### src/hdl/assert_macros.svh
// Assertion macros used by the RTL top level.
`ifndef ASSERT_MACROS_SVH
`define ASSERT_MACROS_SVH

`ifndef SYNTHESIS

// Condition holds at every clock edge outside reset.
`define TBR_ASSERT_ALWAYS(name, cond) \
    name: assert property (@(posedge clk) disable iff (!rst_n) (cond)) \
        else $error("tbr assertion failed");

// Consequent holds in the same cycle as the antecedent.
`define TBR_ASSERT_IMPLIES(name, ante, cons) \
    name: assert property (@(posedge clk) disable iff (!rst_n) (ante) |-> (cons)) \
        else $error("tbr assertion failed");

// Consequent holds in the cycle after the antecedent.
`define TBR_ASSERT_NEXT(name, ante, cons) \
    name: assert property (@(posedge clk) disable iff (!rst_n) (ante) |=> (cons)) \
        else $error("tbr assertion failed");

`else

`define TBR_ASSERT_ALWAYS(name, cond)
`define TBR_ASSERT_IMPLIES(name, ante, cons)
`define TBR_ASSERT_NEXT(name, ante, cons)

`endif

`endif

### src/hdl/tbr_pkg.sv
// Shared constants, types and functions of the ternary block repacker.
package tbr_pkg;

    localparam int BYTE_W              = 8;
    localparam int CFG_W               = 15;
    localparam int BLOCK_BYTES         = 16;
    localparam int BLOCK_WEIGHTS       = 64;
    localparam int BLK_SHIFT           = $clog2(BLOCK_WEIGHTS);
    localparam int BYTE_IDX_W          = $clog2(BLOCK_BYTES);
    localparam int LANES               = 4;
    localparam int LANE_W              = $clog2(LANES);
    localparam int WORD_W              = LANES * BYTE_W;
    localparam int WORDS_PER_BLOCK     = BLOCK_BYTES / LANES;
    localparam int WORD_IDX_W          = $clog2(WORDS_PER_BLOCK);
    localparam int NUM_BANKS           = 2;
    localparam int BANK_W              = $clog2(NUM_BANKS);
    localparam int MEM_ADDR_W          = BANK_W + WORD_IDX_W;
    localparam int REM_W               = $clog2(BLOCK_WEIGHTS + 1);
    localparam int DEF_MAX_ROW_WEIGHTS = 16384;
    localparam logic [CFG_W-1:0] ROW_WEIGHTS_RESET = CFG_W'(64);

    localparam logic [1:0] RAW_NEG  = 2'd0;
    localparam logic [1:0] RAW_ZERO = 2'd1;
    localparam logic [1:0] W_ZERO   = 2'b00;
    localparam logic [1:0] W_POS    = 2'b01;
    localparam logic [1:0] W_NEG    = 2'b10;

    typedef struct packed {
        logic [BANK_W-1:0] bank;
        logic [REM_W-1:0]  rem;
        logic              last_block;
    } desc_t;

    typedef struct packed {
        logic empty;
        logic full;
    } q_stat_t;

    function automatic logic [1:0] remap(input logic [1:0] raw);
        logic [1:0] code;
        unique case (raw)
            RAW_NEG:  code = W_NEG;
            RAW_ZERO: code = W_ZERO;
            default:  code = W_POS;
        endcase
        return code;
    endfunction

endpackage

### src/hdl/ternary_block_repacker_core.sv
// Top level of the ternary block repacker.
// Takes one grouped ternary byte per cycle and, after the 16th byte of a block,
// sends ceil(remaining/4) sequential bytes, one per cycle while out_stall is low;
// both sides sustain one byte per cycle. Two block buffers set that rate: the
// input stalls only while both hold blocks whose bytes are not yet all read out.
// Output passes the queue, buffer read and output registers. Writing row_weights
// restarts the row and drops a partly received block; do it only while idle.
`include "assert_macros.svh"

module ternary_block_repacker_core
    import tbr_pkg::*;
#(
    parameter int MAX_ROW_WEIGHTS = DEF_MAX_ROW_WEIGHTS
)
(
    input  logic              clk,
    input  logic              rst_n,
    input  logic              cfg_wr_en,
    input  logic [CFG_W-1:0]  cfg_wr_data,
    input  logic              in_valid,
    output logic              in_stall,
    input  logic [BYTE_W-1:0] packed_in_byte,
    output logic              out_valid,
    input  logic              out_stall,
    output logic [BYTE_W-1:0] out_byte,
    output logic              end_of_block,
    output logic              end_of_row
);

    logic                  q_push;
    logic                  q_pop;
    desc_t                 q_push_desc;
    desc_t                 q_head;
    q_stat_t               q_stat;
    logic                  wr_en;
    logic [MEM_ADDR_W-1:0] wr_addr;
    logic [LANE_W-1:0]     wr_lane;
    logic [BYTE_W-1:0]     wr_data;
    logic                  rd_en;
    logic [MEM_ADDR_W-1:0] rd_addr;
    logic [WORD_W-1:0]     rd_data;

    tbr_front #(
        .MAX_ROW_WEIGHTS (MAX_ROW_WEIGHTS)
    ) u_front (
        .clk            (clk),
        .rst_n          (rst_n),
        .cfg_wr_en      (cfg_wr_en),
        .cfg_wr_data    (cfg_wr_data),
        .in_valid       (in_valid),
        .in_stall       (in_stall),
        .packed_in_byte (packed_in_byte),
        .q_stat         (q_stat),
        .push           (q_push),
        .push_desc      (q_push_desc),
        .wr_en          (wr_en),
        .wr_addr        (wr_addr),
        .wr_lane        (wr_lane),
        .wr_data        (wr_data)
    );

    tbr_buf u_buf (
        .clk     (clk),
        .wr_en   (wr_en),
        .wr_addr (wr_addr),
        .wr_lane (wr_lane),
        .wr_data (wr_data),
        .rd_en   (rd_en),
        .rd_addr (rd_addr),
        .rd_data (rd_data)
    );

    tbr_queue u_queue (
        .clk       (clk),
        .rst_n     (rst_n),
        .push      (q_push),
        .push_desc (q_push_desc),
        .pop       (q_pop),
        .head      (q_head),
        .stat      (q_stat)
    );

    tbr_back u_back (
        .clk          (clk),
        .rst_n        (rst_n),
        .head         (q_head),
        .q_stat       (q_stat),
        .pop          (q_pop),
        .rd_en        (rd_en),
        .rd_addr      (rd_addr),
        .rd_data      (rd_data),
        .out_valid    (out_valid),
        .out_stall    (out_stall),
        .out_byte     (out_byte),
        .end_of_block (end_of_block),
        .end_of_row   (end_of_row)
    );

    `TBR_ASSERT_IMPLIES(a_no_overflow, q_push, !q_stat.full)
    `TBR_ASSERT_IMPLIES(a_no_underflow, q_pop, !q_stat.empty)
    `TBR_ASSERT_IMPLIES(a_row_ends_block, out_valid && end_of_row, end_of_block)
    `TBR_ASSERT_NEXT(a_pop_frees_bank, q_pop && !q_push, !q_stat.full)

endmodule

### src/hdl/tbr_buf.sv
// Ping-pong block memory: byte-lane writes, one registered word read.
module tbr_buf
    import tbr_pkg::*;
(
    input  logic                  clk,
    input  logic                  wr_en,
    input  logic [MEM_ADDR_W-1:0] wr_addr,
    input  logic [LANE_W-1:0]     wr_lane,
    input  logic [BYTE_W-1:0]     wr_data,
    input  logic                  rd_en,
    input  logic [MEM_ADDR_W-1:0] rd_addr,
    output logic [WORD_W-1:0]     rd_data
);

    logic [WORD_W-1:0] mem_reg [NUM_BANKS*WORDS_PER_BLOCK];
    logic [WORD_W-1:0] rd_data_reg;

    always_ff @(posedge clk)
    begin
        if (wr_en)
        begin
            mem_reg[wr_addr][BYTE_W*int'(wr_lane) +: BYTE_W] <= wr_data;
        end
        if (rd_en)
        begin
            rd_data_reg <= mem_reg[rd_addr];
        end
    end

    assign rd_data = rd_data_reg;

endmodule

### src/hdl/tbr_queue.sv
// Two-entry block descriptor queue between front and back.
module tbr_queue
    import tbr_pkg::*;
(
    input  logic    clk,
    input  logic    rst_n,
    input  logic    push,
    input  desc_t   push_desc,
    input  logic    pop,
    output desc_t   head,
    output q_stat_t stat
);

    localparam int CNT_W = $clog2(NUM_BANKS + 1);

    desc_t             slot_reg [NUM_BANKS];
    logic [BANK_W-1:0] wr_ptr_reg;
    logic [BANK_W-1:0] rd_ptr_reg;
    logic [CNT_W-1:0]  cnt_reg;
    logic [CNT_W-1:0]  cnt_next;

    always_comb
    begin
        cnt_next = cnt_reg;
        if (push && !pop)
        begin
            cnt_next = cnt_reg + CNT_W'(1);
        end
        else if (pop && !push)
        begin
            cnt_next = cnt_reg - CNT_W'(1);
        end
    end

    always_ff @(posedge clk or negedge rst_n)
    begin
        if (!rst_n)
        begin
            wr_ptr_reg <= '0;
            rd_ptr_reg <= '0;
            cnt_reg    <= '0;
        end
        else
        begin
            if (push)
            begin
                wr_ptr_reg <= wr_ptr_reg + BANK_W'(1);
            end
            if (pop)
            begin
                rd_ptr_reg <= rd_ptr_reg + BANK_W'(1);
            end
            cnt_reg <= cnt_next;
        end
    end

    always_ff @(posedge clk)
    begin
        if (push)
        begin
            slot_reg[wr_ptr_reg] <= push_desc;
        end
    end

    assign head       = slot_reg[rd_ptr_reg];
    assign stat.empty = (cnt_reg == '0);
    assign stat.full  = (cnt_reg == CNT_W'(NUM_BANKS));

endmodule

### src/hdl/tbr_front.sv
// Input side: byte capture into the block memory and row bookkeeping.
module tbr_front
    import tbr_pkg::*;
#(
    parameter int MAX_ROW_WEIGHTS = DEF_MAX_ROW_WEIGHTS
)
(
    input  logic                  clk,
    input  logic                  rst_n,
    input  logic                  cfg_wr_en,
    input  logic [CFG_W-1:0]      cfg_wr_data,
    input  logic                  in_valid,
    output logic                  in_stall,
    input  logic [BYTE_W-1:0]     packed_in_byte,
    input  q_stat_t               q_stat,
    output logic                  push,
    output desc_t                 push_desc,
    output logic                  wr_en,
    output logic [MEM_ADDR_W-1:0] wr_addr,
    output logic [LANE_W-1:0]     wr_lane,
    output logic [BYTE_W-1:0]     wr_data
);

    localparam int ROW_W  = $clog2(MAX_ROW_WEIGHTS + 1);
    localparam int NBLK   = (MAX_ROW_WEIGHTS + BLOCK_WEIGHTS - 1) / BLOCK_WEIGHTS;
    localparam int BLK_W  = (NBLK > 1) ? $clog2(NBLK) : 1;
    localparam int W1     = (ROW_W > CFG_W) ? ROW_W : CFG_W;
    localparam int CALC_W = ((W1 > BLK_W + BLK_SHIFT) ? W1 : BLK_W + BLK_SHIFT) + 1;

    logic [CFG_W-1:0]      row_reg;
    logic [BYTE_IDX_W-1:0] byte_reg;
    logic [BLK_W-1:0]      block_reg;
    logic [BANK_W-1:0]     bank_reg;

    logic                  accept;
    logic                  block_done;
    logic [CALC_W-1:0]     eff;
    logic [CALC_W-1:0]     start;
    logic [CALC_W-1:0]     remain;
    logic                  last_block;

    assign in_stall   = q_stat.full;
    assign accept     = in_valid && !in_stall;
    assign block_done = accept && (byte_reg == BYTE_IDX_W'(BLOCK_BYTES - 1));

    always_comb
    begin
        if (row_reg == '0)
        begin
            eff = CALC_W'(1);
        end
        else if (CALC_W'(row_reg) > CALC_W'(MAX_ROW_WEIGHTS))
        begin
            eff = CALC_W'(MAX_ROW_WEIGHTS);
        end
        else
        begin
            eff = CALC_W'(row_reg);
        end
        start      = CALC_W'(block_reg) << BLK_SHIFT;
        remain     = eff - start;
        last_block = (remain <= CALC_W'(BLOCK_WEIGHTS));
    end

    assign push                 = block_done;
    assign push_desc.bank       = bank_reg;
    assign push_desc.rem        = last_block ? remain[REM_W-1:0] : REM_W'(BLOCK_WEIGHTS);
    assign push_desc.last_block = last_block;

    assign wr_en   = accept;
    assign wr_addr = {bank_reg, byte_reg[BYTE_IDX_W-1:LANE_W]};
    assign wr_lane = byte_reg[LANE_W-1:0];
    assign wr_data = packed_in_byte;

    always_ff @(posedge clk or negedge rst_n)
    begin
        if (!rst_n)
        begin
            row_reg   <= ROW_WEIGHTS_RESET;
            byte_reg  <= '0;
            block_reg <= '0;
            bank_reg  <= '0;
        end
        else if (cfg_wr_en)
        begin
            row_reg   <= cfg_wr_data;
            byte_reg  <= '0;
            block_reg <= '0;
        end
        else if (accept)
        begin
            byte_reg <= byte_reg + BYTE_IDX_W'(1);
            if (block_done)
            begin
                bank_reg  <= bank_reg + BANK_W'(1);
                block_reg <= last_block ? '0 : block_reg + BLK_W'(1);
            end
        end
    end

endmodule

### src/hdl/tbr_back.sv
// Output side: reads buffered blocks word by word and emits sequential bytes.
module tbr_back
    import tbr_pkg::*;
(
    input  logic                  clk,
    input  logic                  rst_n,
    input  desc_t                 head,
    input  q_stat_t               q_stat,
    output logic                  pop,
    output logic                  rd_en,
    output logic [MEM_ADDR_W-1:0] rd_addr,
    input  logic [WORD_W-1:0]     rd_data,
    output logic                  out_valid,
    input  logic                  out_stall,
    output logic [BYTE_W-1:0]     out_byte,
    output logic                  end_of_block,
    output logic                  end_of_row
);

    localparam int GRP_W = BYTE_IDX_W - WORD_IDX_W;

    logic [BYTE_IDX_W-1:0] cnt_reg;
    logic                  s1_valid_reg;
    logic [GRP_W-1:0]      s1_grp_reg;
    logic                  s1_last_reg;
    logic                  s1_row_reg;
    logic [LANE_W-1:0]     s1_tail_reg;
    logic                  out_valid_reg;
    logic [BYTE_W-1:0]     out_byte_reg;
    logic                  eob_reg;
    logic                  eor_reg;

    logic [REM_W-1:0]      rem_m1;
    logic                  is_last;
    logic                  out_ready;
    logic                  s1_adv;
    logic                  issue;
    logic [BYTE_W-1:0]     byte_next;

    assign rem_m1    = head.rem - REM_W'(1);
    assign is_last   = (cnt_reg == rem_m1[BYTE_IDX_W+LANE_W-1:LANE_W]);
    assign out_ready = !out_valid_reg || !out_stall;
    assign s1_adv    = s1_valid_reg && out_ready;
    assign issue     = !q_stat.empty && (!s1_valid_reg || out_ready);
    assign pop       = issue && is_last;
    assign rd_en     = issue;
    assign rd_addr   = {head.bank, cnt_reg[WORD_IDX_W-1:0]};

    always_comb
    begin
        logic [1:0] raw;
        byte_next = '0;
        for (int w = 0; w < LANES; w++)
        begin
            raw = rd_data[BYTE_W*w + BYTE_W - 2 - 2*int'(s1_grp_reg) +: 2];
            if (!s1_last_reg || (LANE_W'(w) <= s1_tail_reg))
            begin
                byte_next[2*w +: 2] = remap(raw);
            end
        end
    end

    always_ff @(posedge clk or negedge rst_n)
    begin
        if (!rst_n)
        begin
            cnt_reg       <= '0;
            s1_valid_reg  <= 1'b0;
            out_valid_reg <= 1'b0;
        end
        else
        begin
            if (issue)
            begin
                cnt_reg <= is_last ? '0 : cnt_reg + BYTE_IDX_W'(1);
            end
            if (issue)
            begin
                s1_valid_reg <= 1'b1;
            end
            else if (s1_adv)
            begin
                s1_valid_reg <= 1'b0;
            end
            if (out_ready)
            begin
                out_valid_reg <= s1_valid_reg;
            end
        end
    end

    always_ff @(posedge clk)
    begin
        if (issue)
        begin
            s1_grp_reg  <= cnt_reg[BYTE_IDX_W-1:WORD_IDX_W];
            s1_last_reg <= is_last;
            s1_row_reg  <= is_last && head.last_block;
            s1_tail_reg <= rem_m1[LANE_W-1:0];
        end
        if (s1_adv)
        begin
            out_byte_reg <= byte_next;
            eob_reg      <= s1_last_reg;
            eor_reg      <= s1_row_reg;
        end
    end

    assign out_valid    = out_valid_reg;
    assign out_byte     = out_byte_reg;
    assign end_of_block = eob_reg;
    assign end_of_row   = eor_reg;

endmodule
### config.mk
export PLATFORM = sky130hd
export DESIGN_NAME = ternary_block_repacker_core
export DESIGN_NICKNAME = d
export VERILOG_FILES = /design/src/hdl/tbr_pkg.sv /design/src/hdl/ternary_block_repacker_core.sv /design/src/hdl/tbr_buf.sv /design/src/hdl/tbr_queue.sv /design/src/hdl/tbr_front.sv /design/src/hdl/tbr_back.sv
export VERILOG_INCLUDE_DIRS = /design/src /design/src/hdl
export SDC_FILE = /design/constraint.sdc
export NUM_CORES = 1
export LEC_CHECK = 0
export ABC_CLOCK_PERIOD_IN_PS = 3300
export BUFFER_PORTS_ARGS = -buffer_cell sky130_fd_sc_hd__buf_2
export CORE_MARGIN = 2
export CORE_UTILIZATION = 30
export CTS_BUF_LIST = sky130_fd_sc_hd__clkbuf_16
export DETAILED_ROUTE_END_ITERATION = 6
export PLACE_DENSITY = 0.55
export RECOVER_POWER = 25
export SYNTH_ARGS = -nofsm -noshare
export SYNTH_HDL_FRONTEND = slang
export SYNTH_HIERARCHICAL = 1
export SYNTH_SLANG_ARGS = --single-unit
### constraint.sdc
create_clock -name clk -period 3.3 [get_ports clk]
set_input_delay 0.165 -clock clk [delete_from_list [all_inputs] [get_ports clk]]
set_output_delay 0.165 -clock clk [all_outputs]
set_load 0.005 [all_outputs]
==> Word-level counts from Yosys, hierarchy flattened <==
Memory sizes are Yosys's and may differ from the RTL's. A register that Yosys moved wholly into a read port is not among the register bits.
Index checks and enable logic that the tools add are counted.
{ "word_totals": {"in_bits": 28, "output_inout_bits": 12, "mem_count": 2, "mem_bits_rw": 274, "regBits": 54} }
{ "op_classes": {"bitwise_logic": 1, "n_addsub": 15, "n_reduce_logical": 34, "eq_ne": 7, "mux": 22, "n_lt_le_gt_ge": 6, "shifts": 6} }
{ "mem_list": {"columns": ["name", "words", "word_bits", "read_ports", "rd_clocked_by_memory_dff", "write_ports", "line", "text"], "rows": [
  ["u_buf.mem_reg", 8, 32, 1, 1, 1, "tbr_buf.sv:15", "logic [WORD_W-1:0] mem_reg [NUM_BANKS*WORDS_PER_BLOCK];"],
  ["u_queue.slot_reg", 2, 9, 1, 0, 1, "tbr_queue.sv:16", "desc_t slot_reg [NUM_BANKS];"]
]} }
{ "op_table": {"columns": ["operator", "n"], "rows": [
  ["32-bit by 32-bit indexed part select with 2-bit output", 4],
  ["5-bit negator with 33-bit output", 1],
  ["8-bit by 33-bit variable shift with 32-bit output (first input constant)", 1],
  ["8-bit by 33-bit indexed part select with 32-bit output", 1],
  ["32-bit two-way mux", 1],
  ["8-bit two-way mux", 4],
  ["15-bit two-way mux", 2],
  ["16-bit by 7-bit less-or-equal comparator with 1-bit output (second input constant)", 1],
  ["2-bit one-hot mux with 2 select lines", 4],
  ["16-bit by 14-bit subtractor with 16-bit output", 1],
  ["15-bit > comparator (second input constant)", 1],
  ["15-bit logical NOT", 1],
  ["4-bit two-way mux", 3],
  ["5-bit by 3-bit subtractor with 6-bit output (first input constant)", 2],
  ["2-bit logical NOT", 5],
  ["4-bit by 1-bit adder with 4-bit output (second input constant)", 2],
  ["8-bit by 1-bit adder with 8-bit output (second input constant)", 1],
  ["2-bit by 1-bit == test with 1-bit output (second input constant)", 4],
  ["1-bit logical AND", 8],
  ["1-bit logical NOT", 8],
  ["2-bit nonzero test", 4],
  ["7-bit two-way mux", 1],
  ["1-bit logical OR", 6],
  ["6-bit by 1-bit subtractor with 6-bit output (second input constant)", 1],
  ["15 further kinds", 24]
]} }

==> Logic depth before layout (Yosys ltp) <==
{ "depth": {"word_depth": 9, "ltp_mapped": 13} }

==> Modules after synthesis <==
Netlist, hierarchy kept.
{ "modules_own_cells": {"columns": ["module", "n_inst", "seq_area_each_um2", "area_each_um2", "cells_per_inst"], "rows": [
  ["tbr_buf", 1, 8648.3, 11229.5, 489],
  ["tbr_front", 1, 701.9, 1940.6, 224],
  ["tbr_back", 1, 630.6, 1226.2, 92],
  ["tbr_queue", 1, 640.6, 842.1, 44]
]} }

==> Worst setup path after synthesis <==
Ideal clock, no wire load.
{ "synth_path": {"path_kind": "reg2reg", "startpoint": "register u_front.row_reg[14]", "endpoint": "memory u_queue/slot_reg[0][2] (netlist name) (data pin)", "n_path_buf": 1, "synth_period_minus_slack_ns": 2.928, "arrival_time_ns": 2.780, "t_required_ns": 3.151, "slack_ns": 0.372, "stages_incl_launch_ff": 14, "cell_sequence": "dfrtp_1 -> clkbuf_1 -> nand2b_1 -> ha_1 -> inv_1 -> fa_1 -> or2_2 -> o22ai_1 -> o221ai_1 -> a211oi_1 -> nand4_4 -> inv_4 -> nand2_1 -> nor2_1"} }
{ "synth_rtl": {"columns": ["element", "line", "text"], "rows": [
  ["start: declaration", "tbr_front.sv:30", "logic [CFG_W-1:0] row_reg;"],
  ["start signal: assignment", "tbr_front.sv:86", "row_reg <= cfg_wr_data;"],
  ["end: declaration", "tbr_queue.sv:16", null]
]} }

==> results.ini <==
[job]
maxCapViolCount = 2

[synthesis]
yosysWarnings = 6
netlist_instances = 845
syn_area_per_cell_um2 = 17.9
synthesis.nets = 892
syn-cell-area_mm2 = 0.0152

[clocking]
cts_tree = done
cts_resized = 0
htreeDepth = 2
cts_inserted_buffers = 41
root_buffer = clkbuf_16
cts_buffer_depth = 3
clock_latency_ns = 0.55
post-cts-setup-buffer-count = 0
cts.clk_slew.worst_paths_ns = 0.06
cts.sinks = 358

[power_and_ir_drop]
p_switching_mw = 2.03
swShare_pct = 20.9
vdd_drop_max_mv = 0.325
p_int_mw = 7.71
power_density_mw_per_mm2 = 549
power.leakage_nw = 5.91
comb_power_share_pct = 3.9
power_frac_seq_pct = 51.3
pwr-share-clk_pct = 44.8

[route]
drt-met1-wl_um = 13800
met3_length_um = 1550
wirelength_um = 31800
dr.max_layer_used = met4
avgViaCountPerCell = 4.65
drt_iter0_drc = 516
drt_first_pass_iters = 4
drcViolationCount = 0
antenna_left = 0
wl_per_cell_um = 19.3
vias = 7666
dr_wl_met2_um = 15700

[grt]
overflow = 0
grt_pass1_vias = 8056
grt_max_degree = 65
track_usage_pct = 12.3
antenna_found_initial = 0
grt_pass1_wl_um = 49000

[floorplanning]
core_area_mm2 = 0.0501
io_pins = 40
dieArea_mm2 = 0.0523
die_w_um = 229
initial_core_util_pct = 30.3
die_h_um = 229
rows = 82

[finish]
layout.nets = 990
layout-drive-gt1-share_pct = 24.2
area_growth_pct = 17.0
largest_register_ffs = 256
layout_commonest_cell = edfxtp_1
final_cell_mix = 320 x edfxtp_1, 57 x nor2_1, 49 x mux2_2
diodes = 0
final_core_util_pct = 35.4

[critical_path]
cp-start-kind = flip-flop
path_buf_inv = 2
max_stage_delay_ns = 0.43
arrival_ns = 3.30
crit_required_ns = 3.68
critPathMaxFanout = 9
cp-end-kind = flip-flop
path_cells = nand2b_1, ha_1, inv_1, fa_1, or2_2, o22ai_1, o221ai_1, a211oi_1, nand4_4, inv_4, nand2_1, nor2_1
critical-path-top-delay-family = simple AND/OR/NAND/NOR gates
critPathKind = flip-flop to flip-flop
cp_slowest_cell = fa_1

[timing]
layout_min_cycle_time_ns = 2.92
setup_viol = 0
rsz0062_at_grt = no
tightest_slew_ns = 2.61
relSlewSlack_pct = -75.6
setup_tns_ns = 0
fin_crit_sh_pct = 88.6
hold_viol_final = 0
fin_worst_skew_ns = 0.0112
slew_viol_final = 50
max_freq_mhz = 342

[placement]
gp_congestion = 0.754
post-dp-hpwl_um = 19100
io_buffers = 39

[run_status]
status = finished with violations
violations = capacitance limit, slew limit

[worst_hold_path]
hold_path_class = input port to flip-flop

==> timing repair <==
action                                  4_1_cts  5_1_grt
endpoints found under the setup margin        0        0
hold endpoints to repair                     54        0
hold buffers                                 17        0
==> layer usage <==
layer	vias to the layer above	track usage, %
met1	3940	16.2
li1	3533	-
met5	-	0
met3	43	2.35
met4	0	3.39
met2	150	20.9
==> final cells by class <==
class	count	area, µm²
multi-input combinational	414	4200
clock inverter	33	243
clock buffer	43	1080
timing repair buffer	99	692
sequential	358	10600
tap	672	841
fill	4792	32300
inverter	29	111
==> metrics by stage <==
| step | std cells | hold slack (ns) | power (mW) | worst slack (ns) | instance area, µm² |
|---|---|---|---|---|---|
| 3_3_place_gp | 1555 | 0.354 | 5.44 | 0.450 | 16300 |
| 6_report | 1648 | 0.151 | 9.74 | 0.378 | 17700 |
| 3_5_place_dp | 1555 | 0.369 | 5.45 | 0.400 | 16300 |
| 4_1_cts | 1648 | 0.140 | 9.87 | 0.388 | 17800 |
| 5_1_grt | 1648 | 0.208 | 10.1 | 0.0871 | 17700 |
| 2_1_floorplan | 845 | -0.131 | 5.33 | 0.408 | 15200 |
==> power groups by stage <==
| stage | combinational (mW) | sequential (mW) | clock, mW |
|---|---|---|---|
| 2_1_floorplan | 0.247 | 5.08 | 0 |
| 3_3_place_gp | 0.357 | 5.09 | 0 |
| 3_5_place_dp | 0.364 | 5.09 | 0 |
| 4_1_cts | 0.382 | 5.00 | 4.49 |
| 5_1_grt | 0.421 | 5.00 | 4.67 |
| 6_report | 0.378 | 5.00 | 4.37 |
==> final timing paths <==
kind                                                 from                               end  slack [ns]  depth (start not counted)
min                                             cfg_wr_en   u_front/byte_reg[3]$_DFFE_PN0P_        0.15                          2
max                        u_front/row_reg[6]$_DFFE_PN1P_  u_queue/slot_reg[1][2]$_DFFE_PP_        0.38                         12
min reg2reg                   u_back/s1_row_reg$_DFFE_PP_       u_back/end_of_row$_DFFE_PP_        0.42                          0
max reg2reg                u_front/row_reg[6]$_DFFE_PN1P_  u_queue/slot_reg[1][2]$_DFFE_PP_        0.38                         12
min in group asynchronous                           rst_n   u_back/s1_valid_reg$_DFFE_PN0P_        0.82                          2
max in group asynchronous                           rst_n     u_back/cnt_reg[0]$_DFFE_PN0P_        0.92                          2
Note: power is estimated with default switching activity, not from simulation.
